### src/active_set_threshold_select_assert.svh
// Assertion macros for the active set threshold selector.
`ifndef ACTIVE_SET_THRESHOLD_SELECT_ASSERT_SVH
`define ACTIVE_SET_THRESHOLD_SELECT_ASSERT_SVH

`ifndef SYNTH
// Same-cycle implication.
`define ASTS_ASSERT_IMP(lbl, clk, rst_n, ante, cons, msg) \
	lbl: assert property (@(posedge clk) disable iff (!rst_n) (ante) |-> (cons)) \
	else $error(msg);
// Next-cycle implication.
`define ASTS_ASSERT_NXT(lbl, clk, rst_n, ante, cons, msg) \
	lbl: assert property (@(posedge clk) disable iff (!rst_n) (ante) |=> (cons)) \
	else $error(msg);
`else
`define ASTS_ASSERT_IMP(lbl, clk, rst_n, ante, cons, msg)
`define ASTS_ASSERT_NXT(lbl, clk, rst_n, ante, cons, msg)
`endif

`endif

### src/asts_pkg.sv
// Shared types and constants of the active set threshold selector.
package asts_pkg;

	localparam int IDX_W       = 14;
	localparam int MAG_W       = 31;
	localparam int CORR_W      = 32;
	localparam int SEL_W       = 7;
	localparam int CFG_IDX_W   = 3;
	localparam int CFG_DATA_W  = 31;
	localparam int DIM_W       = 6;
	localparam int BASES_W     = 5;
	localparam int RC_W        = 12;
	localparam int COL_OFF_W   = 12;
	localparam int BASIS_OFF_W = 17;
	localparam int SUM_W       = 18;

	typedef enum logic [CFG_IDX_W-1:0] {
		CFG_PATCH_ROWS  = 3'd0,
		CFG_PATCH_COLS  = 3'd1,
		CFG_BASIS_ROWS  = 3'd2,
		CFG_BASIS_COLS  = 3'd3,
		CFG_BASIS_COUNT = 3'd4,
		CFG_BETA        = 3'd5,
		CFG_MAX_ACTIVE  = 3'd6
	} cfg_idx_t;

	typedef enum logic [5:0] {
		S_IDLE   = 6'b000001,
		S_SELECT = 6'b000010,
		S_PASS   = 6'b000100,
		S_DECIDE = 6'b001000,
		S_EMIT   = 6'b010000,
		S_NONE   = 6'b100000
	} state_t;

	typedef struct packed {
		logic [IDX_W-1:0] idx;
		logic             last;
	} scan_t;

	typedef struct packed {
		logic [IDX_W-1:0] idx;
		logic [MAG_W-1:0] mag;
	} cand_t;

endpackage

### src/asts_scan.sv
// Scan position counters and coefficient index generation.
module asts_scan #(
	parameter int MAX_ROWS  = 32,
	parameter int MAX_COLS  = 32,
	parameter int MAX_BASES = 16
) (
	input  logic                            clk,
	input  logic                            arst_n,
	input  logic                            clear,
	input  logic                            advance,
	input  logic [asts_pkg::DIM_W-1:0]      patch_rows,
	input  logic [asts_pkg::DIM_W-1:0]      patch_cols,
	input  logic [asts_pkg::DIM_W-1:0]      basis_rows,
	input  logic [asts_pkg::DIM_W-1:0]      basis_cols,
	input  logic [asts_pkg::BASES_W-1:0]    basis_count,
	output asts_pkg::scan_t                 scan
);
	import asts_pkg::*;

	logic [DIM_W-1:0]       r_eff, c_eff, br_eff, bc_eff, last_r, last_c;
	logic [BASES_W-1:0]     b_eff;
	logic [RC_W-1:0]        rc;
	logic [DIM_W-1:0]       row_q, col_q;
	logic [BASES_W-1:0]     basis_q;
	logic [COL_OFF_W-1:0]   col_off_q;
	logic [BASIS_OFF_W-1:0] basis_off_q;
	logic [SUM_W-1:0]       idx_sum;
	logic                   basis_end, col_end, row_end;

	always_comb begin
		if (patch_rows == '0)
			r_eff = DIM_W'(1);
		else if (int'(patch_rows) > MAX_ROWS)
			r_eff = DIM_W'(MAX_ROWS);
		else
			r_eff = patch_rows;

		if (patch_cols == '0)
			c_eff = DIM_W'(1);
		else if (int'(patch_cols) > MAX_COLS)
			c_eff = DIM_W'(MAX_COLS);
		else
			c_eff = patch_cols;

		if (basis_count == '0)
			b_eff = BASES_W'(1);
		else if (int'(basis_count) > MAX_BASES)
			b_eff = BASES_W'(MAX_BASES);
		else
			b_eff = basis_count;

		if (basis_rows == '0)
			br_eff = DIM_W'(1);
		else if (basis_rows > r_eff)
			br_eff = r_eff;
		else
			br_eff = basis_rows;

		if (basis_cols == '0)
			bc_eff = DIM_W'(1);
		else if (basis_cols > c_eff)
			bc_eff = c_eff;
		else
			bc_eff = basis_cols;
	end

	assign last_r    = r_eff - br_eff;
	assign last_c    = c_eff - bc_eff;
	assign rc        = {{(RC_W-DIM_W){1'b0}}, r_eff} * {{(RC_W-DIM_W){1'b0}}, c_eff};
	assign basis_end = (basis_q == b_eff - BASES_W'(1));
	assign col_end   = (col_q == last_c);
	assign row_end   = (row_q == last_r);
	assign idx_sum   = SUM_W'(basis_off_q) + SUM_W'(col_off_q) + SUM_W'(row_q);

	assign scan.idx  = idx_sum[IDX_W-1:0];
	assign scan.last = basis_end && col_end && row_end;

	always_ff @(posedge clk or negedge arst_n) begin
		if (!arst_n) begin
			row_q       <= '0;
			col_q       <= '0;
			basis_q     <= '0;
			col_off_q   <= '0;
			basis_off_q <= '0;
		end else if (clear) begin
			row_q       <= '0;
			col_q       <= '0;
			basis_q     <= '0;
			col_off_q   <= '0;
			basis_off_q <= '0;
		end else if (advance) begin
			if (!basis_end) begin
				basis_q     <= basis_q + BASES_W'(1);
				basis_off_q <= basis_off_q + BASIS_OFF_W'(rc);
			end else begin
				basis_q     <= '0;
				basis_off_q <= '0;
				if (!col_end) begin
					col_q     <= col_q + DIM_W'(1);
					col_off_q <= col_off_q + COL_OFF_W'(r_eff);
				end else begin
					col_q     <= '0;
					col_off_q <= '0;
					row_q     <= row_end ? '0 : row_q + DIM_W'(1);
				end
			end
		end
	end

endmodule

### config.mk
export PLATFORM = sky130hd
export DESIGN_NAME = asts_scan
export DESIGN_NICKNAME = d
export VERILOG_FILES = /design/src/active_set_threshold_select_assert.svh /design/src/asts_pkg.sv /design/src/asts_scan.sv
export SDC_FILE = /design/constraint.sdc
export NUM_CORES = 1
export LEC_CHECK = 0
export ABC_AREA = 1
export BUFFER_PORTS_ARGS = -buffer_cell sky130_fd_sc_hd__buf_2
export CORE_ASPECT_RATIO = 0.7
export CORE_MARGIN = 2
export CORE_UTILIZATION = 50
export DETAILED_ROUTE_END_ITERATION = 10
export PLACE_DENSITY = 0.78
export SLEW_MARGIN = 10
export SYNTH_ARGS = -nofsm -noshare
export SYNTH_HDL_FRONTEND = slang
export SYNTH_SLANG_ARGS = --single-unit
### constraint.sdc
create_clock -name clk -period 2.8 [get_ports clk]
set_input_delay 0 -clock clk [delete_from_list [all_inputs] [get_ports clk]]
set_output_delay 0 -clock clk [all_outputs]
set_load 0.05 [all_outputs]
Word-level counts from Yosys, hierarchy flattened
Index checks and enable logic that the tools add are counted.
- reduce and logical (&&, ||, !) cells: 12
- $add $sub $neg: 10
- order comparisons: 5
- multipliers: 1
- muxes and demuxes: 29
- equal/unequal tests: 3
- operators by type and width (kind ; number):
    two-way mux 6 bit ; 17
    two-way mux 17 bit ; 3
    two-way mux 12 bit ; 4
    two-way mux 5 bit ; 5
    zero test 6 bit ; 4
    adder 17 x 12 -> 17 bit ; 1
    adder 14 x 12 -> 14 bit ; 1
    adder 14 x 6 -> 14 bit ; 1
    adder 12 x 6 -> 12 bit ; 1
    adder 6 x 1 -> 6 bit (second input constant) ; 2
    equality test 6 bit ; 2
    > comparator 6 bit ; 2
    > comparator 6 bit (second input constant) ; 2
    multiplier 6 x 6 -> 12 bit ; 1
    subtractor 6 bit ; 2
    nonzero test 2 bit ; 3
    adder 5 x 1 -> 5 bit (second input constant) ; 1
    equality test 5 bit ; 1
    > comparator 5 bit (second input constant) ; 1
    zero test 5 bit ; 1
    subtractor 5 x 1 -> 5 bit (second input constant) ; 1
    AND reduction 3 bit ; 1
    logical AND 1 bit ; 2
    AND reduction 2 bit ; 1
- flip-flop bits (word level): 46
- output and inout port bits: 15
- input port bits: 33
- word-level logic and storage cells: 65

Longest topological paths before layout
- word-level depth: 13
- gate-level depth with buffers: 29
- gate-level depth less buffers: 29

Least setup slack after synthesis
Ideal clock, no wire load.
- path type: input-to-reg
- from: in patch_rows[2] (netlist bit)
- to: reg basis_off_q[8]
- path slack: -1.277 ns
- path buffers: 0
- setup time: 0.121 ns
- cell stages on the path: 21
- arrival time: 3.956 ns
- required time: 2.679 ns
- path through: nor2_1 > nand3_1 > nand2_1 > nand2_1 > inv_1 > nand2_1 > fa_1 > fa_1 > inv_1 > fa_1 > inv_1 > fa_1 > inv_1 > ha_1 > a21oi_1 > nand2_1 > nand3_1 > nand2_1 > or2_2 > nand3_1 > a21oi_1
- word-level cells in the longest chain between the ends: 8
- elaborated cells on any way between the ends: 9
- those cells by class: add/sub: 1; mul: 1; order compare: 1; mux: 5; reduce/logical: 1
- ends and longest elaborated chain (what ; RTL line ; RTL):
    from (decl) ; asts_scan.sv:11 ; input logic [asts_pkg::DIM_W-1:0] patch_rows,
    > comparator 6 bit ; asts_scan.sv:33 ; else if (int'(patch_rows) > MAX_ROWS)
    two-way mux 6 bit ; asts_scan.sv:33 ;
    two-way mux 6 bit * ; asts_scan.sv:31 ; if (patch_rows == '0)
    multiplier 6 x 6 -> 12 bit * ; asts_scan.sv:69 ; assign rc = {{(RC_W-DIM_W){1'b0}}, r_eff} * {{(RC_W-DIM_W){1'b0}}, c_eff};
    adder 17 x 12 -> 17 bit * ; asts_scan.sv:94 ; basis_off_q <= basis_off_q + BASIS_OFF_W'(rc);
    two-way mux 17 bit * ; asts_scan.sv:92 ; if (!basis_end) begin
    two-way mux 17 bit * ; asts_scan.sv:91 ; end else if (advance) begin
    two-way mux 17 bit * ; asts_scan.sv:85 ; end else if (clear) begin
    to (signal assigned) ; asts_scan.sv:94 ;
    to (decl) ; asts_scan.sv:26 ; logic [BASIS_OFF_W-1:0] basis_off_q;
Mark *: on every way between the ends. The rest lies on a longest branch, timed or not. The select of a mux whose other input is x is not followed.
A chain may end at the register's enable or synchronous reset.

Final worst setup path
- from: in patch_cols[4] (netlist bit)
- to: reg basis_off_q[8]
- word-level cells in the longest chain between the ends: 8
- elaborated cells on any way between the ends: 9
- those cells by class: add/sub: 1; mul: 1; order compare: 1; mux: 5; reduce/logical: 1
- ends and longest elaborated chain (what ; RTL line ; RTL):
    from (decl) ; asts_scan.sv:12 ; input logic [asts_pkg::DIM_W-1:0] patch_cols,
    > comparator 6 bit ; asts_scan.sv:40 ; else if (int'(patch_cols) > MAX_COLS)
    two-way mux 6 bit ; asts_scan.sv:40 ;
    two-way mux 6 bit * ; asts_scan.sv:38 ; if (patch_cols == '0)
    multiplier 6 x 6 -> 12 bit * ; asts_scan.sv:69 ;
    adder 17 x 12 -> 17 bit * ; asts_scan.sv:94 ;
    two-way mux 17 bit * ; asts_scan.sv:92 ;
    two-way mux 17 bit * ; asts_scan.sv:91 ;
    two-way mux 17 bit * ; asts_scan.sv:85 ;
Marked as above.

==> flow_summary.toml <==
[sta]
max_slew_margin_pct = 28.2
period_minus_slack_ps = 3710
fin_tns_setup_ps = -19200
rsz_0062_raised_after_global_routing = "yes"
setup_viol_count_final = 36
worst-slew-pin-transition_ps = 1080
final_critical_path_setup_slack_ps = -911
fin_hold_ws_ps = 18.5
skew_ps = 6.78
fmaxAchievable_ghz = 0.269
slew_viol_final = 0
hold_viol = 0
timing.final.crit_share_pct = 133

[cells_and_area]
final_net_count = 1162
antenna_cells_inserted = 0
final_layout_size_suffix_gt1_share_pct = 30.3
area_growth_syn_to_layout_pct = 34.6
final_common_cell = "sky130_fd_sc_hd__nand2_1"
layout.cells.most_common_list = "sky130_fd_sc_hd__nand2_1, sky130_fd_sc_hd__inv_1, sky130_fd_sc_hd__buf_4, sky130_fd_sc_hd__ha_1, sky130_fd_sc_hd__nor2_1"

[route]
wl_per_cell_microns = 15.1
totalWireLength_microns = 17700
drc = 0
drt_iter0_drc = 469
ant_nets = 0
vias = 6321
drt-vias-per-instance = 5.39
drtPass1Iterations = 7

[synth]
synth_edf_count = 0
syn-cell-area_sq_um = 6070
ys_seq_elements = 43
post_synth_num_cell_types = 39
synth-warning-count = 0
synth_flop_cell = "sky130_fd_sc_hd__dfrtp_1"
synth.net_count = 1006
postSynth.asyncResetShare_pct = 100
netlist_instances = 858
yosysSeqAreaShare_pct = 17.7
synthesis.area_per_instance_sq_um = 7.07

[run]
max_cap_viol_count = 0

[clock_tree]
clockRootBuffer = "sky130_fd_sc_hd__clkbuf_16"
worstSkewPairLatency_ps = 300
ctsLongestPathBuffers = 2
cts.htree.levels = 2
numCtsBuffers = 5
clock-sinks = 43
clk_transition_reported_paths_ps = 70
cts_tree = "done"

[global_route]
grt_start_max_net_pins = 44
gr-usage-all-layers_pct = 27.2
antenna_found_initial = 0
grt_pass1_vias = 5781
grt_first_pass_wirelength_microns = 27800
gr-total-overflow = 0

[critical_path]
timing.critical_path.to_type = "register"
critical_path.cell_chain = "buf_6 > nor3_2 > nand2_1 > nand2_2 > nand2_4 > inv_2 > nand2_2 > fa_1 > fa_1 > inv_1 > fa_1 > inv_1 > fa_1 > inv_2 > ha_4 > buf_4 > a21oi_4 > nand2_2 > nand3_2 > nand2_2 > or2_2 > nand3_1 > a21oi_1"
worstPathMaxFanout = 3
critical-path-slowest-cell = "sky130_fd_sc_hd__fa_1"
worst-setup-path-type = "input port to register"
timing.critical_path.max_delay_family = "adder cells"
critical_path_required_ps = 2980
setup.worst_path.start_class = "input port"
buffers_and_inverters_on_the_worst_path = 6
timing.critical_path.arrival_ps = 3890
critical-path-max-stage-delay_ps = 520

[min_path]
min-delay-path-class = "input port to register"

[placement]
place.port_buffers = 47
globalplace.congestion = 0.957
dp_hpwl_microns = 13600

[floorplanning]
core_region_area_sq_um = 11800
num_rows = 33
die-width_microns = 136
dieArea_sq_um = 13000
initial_core_util_pct = 51.5
num_ports = 48
die_y_microns = 96.2

[run_status]
status = "finished with violations"
violations = "setup timing"

[power_and_ir_drop]
power_leakage_nw = 4.40
power.density_nw_per_um2 = 523
power.ir.vdd_worst_mv = 0.585
kinds of logic after synthesis:
| logic type | synth area share [%] |
|---|---|
| XOR/XNOR | 7.18 |
| AO/OA/AOI/OAI | 8.46 |
| buffers and inverters | 10.4 |
| adder cells (fa/ha/maj) | 28.2 |
| flip-flops | 17.7 |
| AND/OR/NAND/NOR | 28.0 |
routing by layer:
metal / GRT usage (%) / wire length (microns)
met5: 0 / 0
met4: 5.47 / 294
met3: 5.48 / 1260
met2: 43.1 / 7950
met1: 38.8 / 8160
worst paths after layout:
| check | startpoint | to | slack, ps | cells after the start |
|---|---|---|---|---|
| min in group asynchronous | arst_n | row_q[1]$_DFFE_PN0P_ | 460 | 2 |
| setup / recovery | patch_cols[4] | basis_off_q[8]$_DFFE_PN0P_ | -910 | 23 |
| hold / removal | clear | row_q[2]$_DFFE_PN0P_ | 20 | 4 |
| max in group asynchronous | arst_n | row_q[4]$_DFFE_PN0P_ | 1620 | 2 |
| hold reg to reg | col_off_q[10]$_DFFE_PN0P_ | col_off_q[10]$_DFFE_PN0P_ | 540 | 2 |
| setup reg to reg | basis_off_q[9]$_DFFE_PN0P_ | basis_off_q[12]$_DFFE_PN0P_ | 280 | 10 |
final cells by class:
class                      count  area [sq um]
fill                         911          3600
sequential                    43          1080
multi-input combinational    651          4960
inverter                     156           602
clock inverter                 2          35.0
clock buffer                   6           139
tap                          157           196
timing repair buffer         157          1150
Yosys cell counts, types with 2 or more instances:
cell	n	area, sq um
sky130_fd_sc_hd__nand2_2	4	25.0
sky130_fd_sc_hd__inv_1	153	574
sky130_fd_sc_hd__o2111ai_1	2	17.5
sky130_fd_sc_hd__nand3_1	61	305
sky130_fd_sc_hd__xor2_1	30	263
sky130_fd_sc_hd__nor3_1	10	50.1
sky130_fd_sc_hd__o21bai_1	2	15.0
sky130_fd_sc_hd__a21o_1	4	30.0
sky130_fd_sc_hd__xnor2_1	17	149
sky130_fd_sc_hd__nand2_1	222	833
sky130_fd_sc_hd__a21oi_1	40	200
sky130_fd_sc_hd__buf_2	3	15.0
sky130_fd_sc_hd__o21ai_0	21	105
sky130_fd_sc_hd__nand3b_1	12	90.1
sky130_fd_sc_hd__o22ai_1	8	50.1
sky130_fd_sc_hd__inv_2	2	7.51
sky130_fd_sc_hd__ha_1	79	988
sky130_fd_sc_hd__o21ai_1	4	20.0
sky130_fd_sc_hd__dfrtp_1	43	1080
sky130_fd_sc_hd__a31oi_1	2	12.5
sky130_fd_sc_hd__o211ai_1	5	37.5
sky130_fd_sc_hd__nand4_1	7	43.8
sky130_fd_sc_hd__clkbuf_1	2	7.51
sky130_fd_sc_hd__nor2_1	71	267
sky130_fd_sc_hd__fa_1	36	721
sky130_fd_sc_hd__or2_2	5	31.3
per-stage QoR:
stage                     total power, mW  worst slack [ps]  utilization [%]  std cells  cell area [sq um]
after floorplan                      2.55              -860                -        858               6410
after global placement               3.20             -1070             63.7       1147               7490
after detailed placement             3.27             -1160             63.7       1147               7490
after CTS                            4.09              -858             67.3       1164               7920
after global routing                 4.58             -1050             69.4       1172               8160
final                                4.27              -911             69.4       1172               8160
report_power, final:
part / internal (mW) / leakage [nW] / switching [mW]
registers: 0.723 / 0.578 / 0.130
clock network: 0.445 / 0.0868 / 0.267
logic: 1.09 / 3.74 / 1.61
total: 2.26 / 4.40 / 2.01
sequential cells by signal, indices dropped and copies added, names as in the netlist:
| name | flops |
|---|---|
| col_q | 6 |
| basis_off_q | 14 |
| row_q | 6 |
| basis_q | 5 |
| col_off_q | 12 |
tightest hold or removal path, cell delays in order:
cell                      delay, ps
sky130_fd_sc_hd__buf_2          120
sky130_fd_sc_hd__nor2_1          50
sky130_fd_sc_hd__nand2_1         50
sky130_fd_sc_hd__nand2_1         50
repair_timing:
item | 4_1_cts | 5_1_grt
setup buffers | 8 | 8
hold buffers | 1 | 0
cloned | 0 | 0
endpoints found under the setup margin | 41 | 44
hold endpoints to repair | 43 | 0
resized for setup | 55 | 47
pin swaps | 30 | 26
Power figures use the tool's default switching activity.
